`src/rtl/sspq_pkg.sv`:
```
// Package for the stable sorted priority queue.
// Holds the entry and control types and the mode and status codes.
// Used by sspq_cell and stable_sorted_priority_queue; depends on nothing.
package sspq_pkg;

    localparam int DEFAULT_CAPACITY = 128;
    localparam int DATA_W           = 32;
    localparam int COUNT_OUT_W      = 8;

    typedef enum logic [1:0] {
        MODE_ENQ = 2'd0,
        MODE_DEQ = 2'd1,
        MODE_CLR = 2'd2
    } mode_t;

    typedef enum logic [1:0] {
        ST_ENQ = 2'd0,
        ST_DEQ = 2'd1,
        ST_REJ = 2'd2,
        ST_CLR = 2'd3
    } status_t;

    typedef struct packed {
        logic signed [DATA_W-1:0] value;
        logic signed [DATA_W-1:0] prio;
    } entry_t;

    typedef struct packed {
        logic   enq;
        logic   deq;
        entry_t item;
    } ctrl_t;

endpackage

```
`src/rtl/sspq_cell.sv`:
```
// One cell of the sorted chain: holds one entry and decides each cycle whether
// to keep it, take its left neighbour's, take the new word or take its right neighbour's.
// Depends on sspq_pkg.
module sspq_cell
(
    input  logic            clk,
    input  sspq_pkg::ctrl_t ctrl,
    input  logic            occupied,
    input  logic            left_after,
    input  sspq_pkg::entry_t left_entry,
    input  sspq_pkg::entry_t right_entry,
    output logic            after,
    output sspq_pkg::entry_t entry
);

    sspq_pkg::entry_t entry_reg;
    sspq_pkg::entry_t entry_next;

    // The cell lies at or behind the insertion point unless it holds an entry
    // whose priority is no greater than the new one.
    assign after = !(occupied && (entry_reg.prio <= ctrl.item.prio));
    assign entry = entry_reg;

    always_comb
    begin
        priority if (ctrl.enq && after)
        begin
            entry_next = left_after ? left_entry : ctrl.item;
        end
        else if (ctrl.deq)
        begin
            entry_next = right_entry;
        end
        else
        begin
            entry_next = entry_reg;
        end
    end

    always_ff @(posedge clk)
    begin
        entry_reg <= entry_next;
    end

endmodule

```
`config.mk`:
```
export PLATFORM = sky130hd
export DESIGN_NAME = sspq_cell
export DESIGN_NICKNAME = d
export VERILOG_FILES = /design/src/rtl/sspq_pkg.sv /design/src/rtl/sspq_cell.sv
export SDC_FILE = /design/constraint.sdc
export NUM_CORES = 1
export LEC_CHECK = 0
export ABC_AREA = 1
export BUFFER_PORTS_ARGS = -buffer_cell sky130_fd_sc_hd__clkbuf_2
export CAP_MARGIN = 20
export CORE_AREA = 2 2 103 105
export DETAILED_ROUTE_END_ITERATION = 8
export DIE_AREA = 0 0 105 107
export PLACE_DENSITY_LB_ADDON = 0.15
export SYNTH_ARGS = -nofsm -noshare
export SYNTH_HDL_FRONTEND = slang
export SYNTH_SLANG_ARGS = --single-unit
```
`constraint.sdc`:
```
create_clock -name clk -period 10.4 [get_ports clk]
set_input_delay 1.56 -clock clk [delete_from_list [all_inputs] [get_ports clk]]
set_output_delay 1.56 -clock clk [all_outputs]
set_load 0.1 [all_outputs]
```
==> results_dict.tcl <==
set metrics [dict create \
    run_status "finished with violations" \
    violations "DRC" \
    tightest_slew_ns 0.946 \
    ys_seq_elements 64 \
    yosys_warnings 0 \
    start_util_pct 44.1 \
    antenna_found_initial 0 \
    place_area_um2 5770 \
    die_x_um 105 \
    p_sw_mw 0.557 \
    largest_reg_flops 64 \
    seq_power_share_pct 32.2 \
    fillerInstances 977 \
    grt_pass1_wl_um 20100 \
    max_freq_mhz 178 \
    switching_share_pct 49.9 \
    dp_hpwl_um 9410 \
    final.min_clock_period_ns 5.61 \
    syn_nets 757 \
    end_kind "primary output" \
    layout-drive-gt1-share_pct 40.8 \
    grt_max_degree 96 \
    ys_top_cells_by_area "edfxtp_1 43%, nand2_1 16%, ha_1 9.0%" \
    synth_cells 528 \
    grt_use_total_pct 22.2 \
    wl_um 12800 \
    setup_viol 0 \
    insertion_delay_ns 0.33 \
    clockPowerShare_pct 18.8 \
    startpoint_type "primary input" \
    cts_made_buffers 9 \
    first_pass_iters 7 \
    power.density_nw_per_um2 188 \
    p_comb_share_pct 49.0 \
    crit_path_cell_trace "clkbuf_2, inv_1, ha_1, nand2_1, nor2_1, nand2_1, nor3b_2, nand2_1, nand3_1, nand3_1, nand2_2, buf_4, clkbuf_2" \
    final_util_pct 59.1 \
    core-area_um2 10100 \
    cp_num_buf_inv 4 \
    dp_slack_ns 4.80 \
    layout_commonest_cell "clkbuf_2" \
    irDropWorstVdd_mv 0.0863 \
    final_nets 1003 \
    synth_top_cell_by_area "edfxtp_1" \
    fin_ws_ns 4.79 \
    area_delta_synth_final_pct 34.0 \
    wl_per_cell_um 14.0 \
    leakage_nw 3.28 \
    fin_cells 915 \
    r2r_setup_slack_ns 6.91 \
    period_share_pct 53.9 \
    ios 262 \
    stdcell_area_um2 5960 \
    critPathMaxFanout 66 \
    critPathSlowestCell "clkbuf_2" \
    tritoncts "built" \
    avgSynthCellArea_um2 8.42 \
    internal_power_mw 0.560 \
    maxSlewHeadroom_pct 36.9 \
    setup_tns_ns 0 \
    cts_resized 0 \
    rsz0062_at_grt "no" \
    rows 37 \
    clk_pin_slew_ns 0.08 \
    holdBufCountCts 0 \
    hold_viol 0 \
    synth_top_area_share_pct 43.2 \
    holdWs_ns 1.47 \
    grt_pass1_vias 4461 \
    clockBufferDepth 2 \
    die_area_um2 11200 \
    die_h_um 107 \
    clockRootBuffer "clkbuf_8" \
    vias 4475 \
    crit_arrival_ns 4.05 \
    drtIter0Drc 206 \
    total_power_mw 1.12 \
    grt-ovfl-total 0 \
    clkSinkCount 64 \
    ys_types 20 \
    dp.cells 899 \
    final_antenna_net_count 0 \
    critPathKind "primary input to primary output" \
    drc 1 \
    place.gp.congestion 0.855 \
    htree_levels 3 \
    slowest_delay_ns 0.58 \
    numPortBuffers 261 \
    cp_top_family "buffers and inverters" \
    via_per_inst 4.89 \
    synth_area_um2 4450 \
    drv_slew 0 \
    drv_cap 0 \
    seq_area_frac_synth_pct 43.2 \
    critPathRequiredTime_ns 8.84 \
    antenna_cells 0 \
    post_cts_buffers 0 \
    clock_skew_ns 0.0118 \
    crit_path_frequent_cell "nand2_1" \
    holdCritPathClass "flip-flop to flip-flop" \
    mostFrequentLayoutCells "260 x clkbuf_2, 193 x nand2_1, 68 x nand3_1" \
]
==> cells in the mapped netlist <==
cell / count
buf_4: 5
buf_2: 3
a21o_1: 1
o21ai_0: 33
nand2_1: 194
edfxtp_1: 64
o21a_1: 2
nor2_1: 7
nand4_1: 3
nor3b_2: 1
ha_1: 32
inv_1: 42
buf_6: 7
buf_1: 2
mux2_2: 33
nand3_1: 68
nand3b_1: 1
nand2_2: 2
a21oi_1: 14
clkbuf_1: 14
==> metal layers <==
metal	part of all wire, %	GRT usage (%)	up-vias
li1	-	-	2264
met2	53	41.0	182
met4	1.6	6.76	0
met5	0	0	-
met3	7.5	5.23	14
met1	38	25.4	2015
==> path summary, 6_finish.rpt <==
path / from / to / depth (start not counted)
min: entry[31] / entry[18] / 7
max: ctrl[31] / after / 13
max reg2reg: entry[31] / entry[14] / 13
min reg2reg: entry[31] / entry[18] / 7
==> logic make-up after synthesis <==
group / Yosys count / share of synthesized area, %
simple gates: 276 / 25.8
buf+inv: 73 / 7.85
flops: 64 / 43.2
compound gates: 50 / 5.80
mux: 33 / 8.36
fa+ha+maj: 32 / 9.00
==> layout make-up <==
| type | instances | area (um2) | share of cell area, % |
|---|---|---|---|
| sequential | 64 | 1920 | 32.2 |
| timing repair buffer | 266 | 1340 | 22.5 |
| clock buffer | 10 | 128 | 2.14 |
| tap | 136 | 170 | 2.86 |
| multi-input combinational | 391 | 2180 | 36.6 |
| clock inverter | 6 | 60.1 | 1.01 |
| inverter | 42 | 158 | 2.65 |
==> worst reg2reg max path: cells and delay by family (launching register included) <==
kind	cells	cell delay [ns]
buf+inv	2	1.19
fa+ha+maj	1	0.36
simple gates	10	1.13
flops	1	0.42
==> power groups by stage <==
stage | clock network, mW | registers, mW | logic, mW
after floorplan | 0 | 0.660 | 0.150
after global placement | 0 | 0.363 | 0.546
after detailed placement | 0 | 0.365 | 0.549
after CTS | 0.215 | 0.360 | 0.551
after global routing | 0.225 | 0.363 | 0.582
final | 0.210 | 0.360 | 0.548
Note: power is estimated with default switching activity, not from simulation.
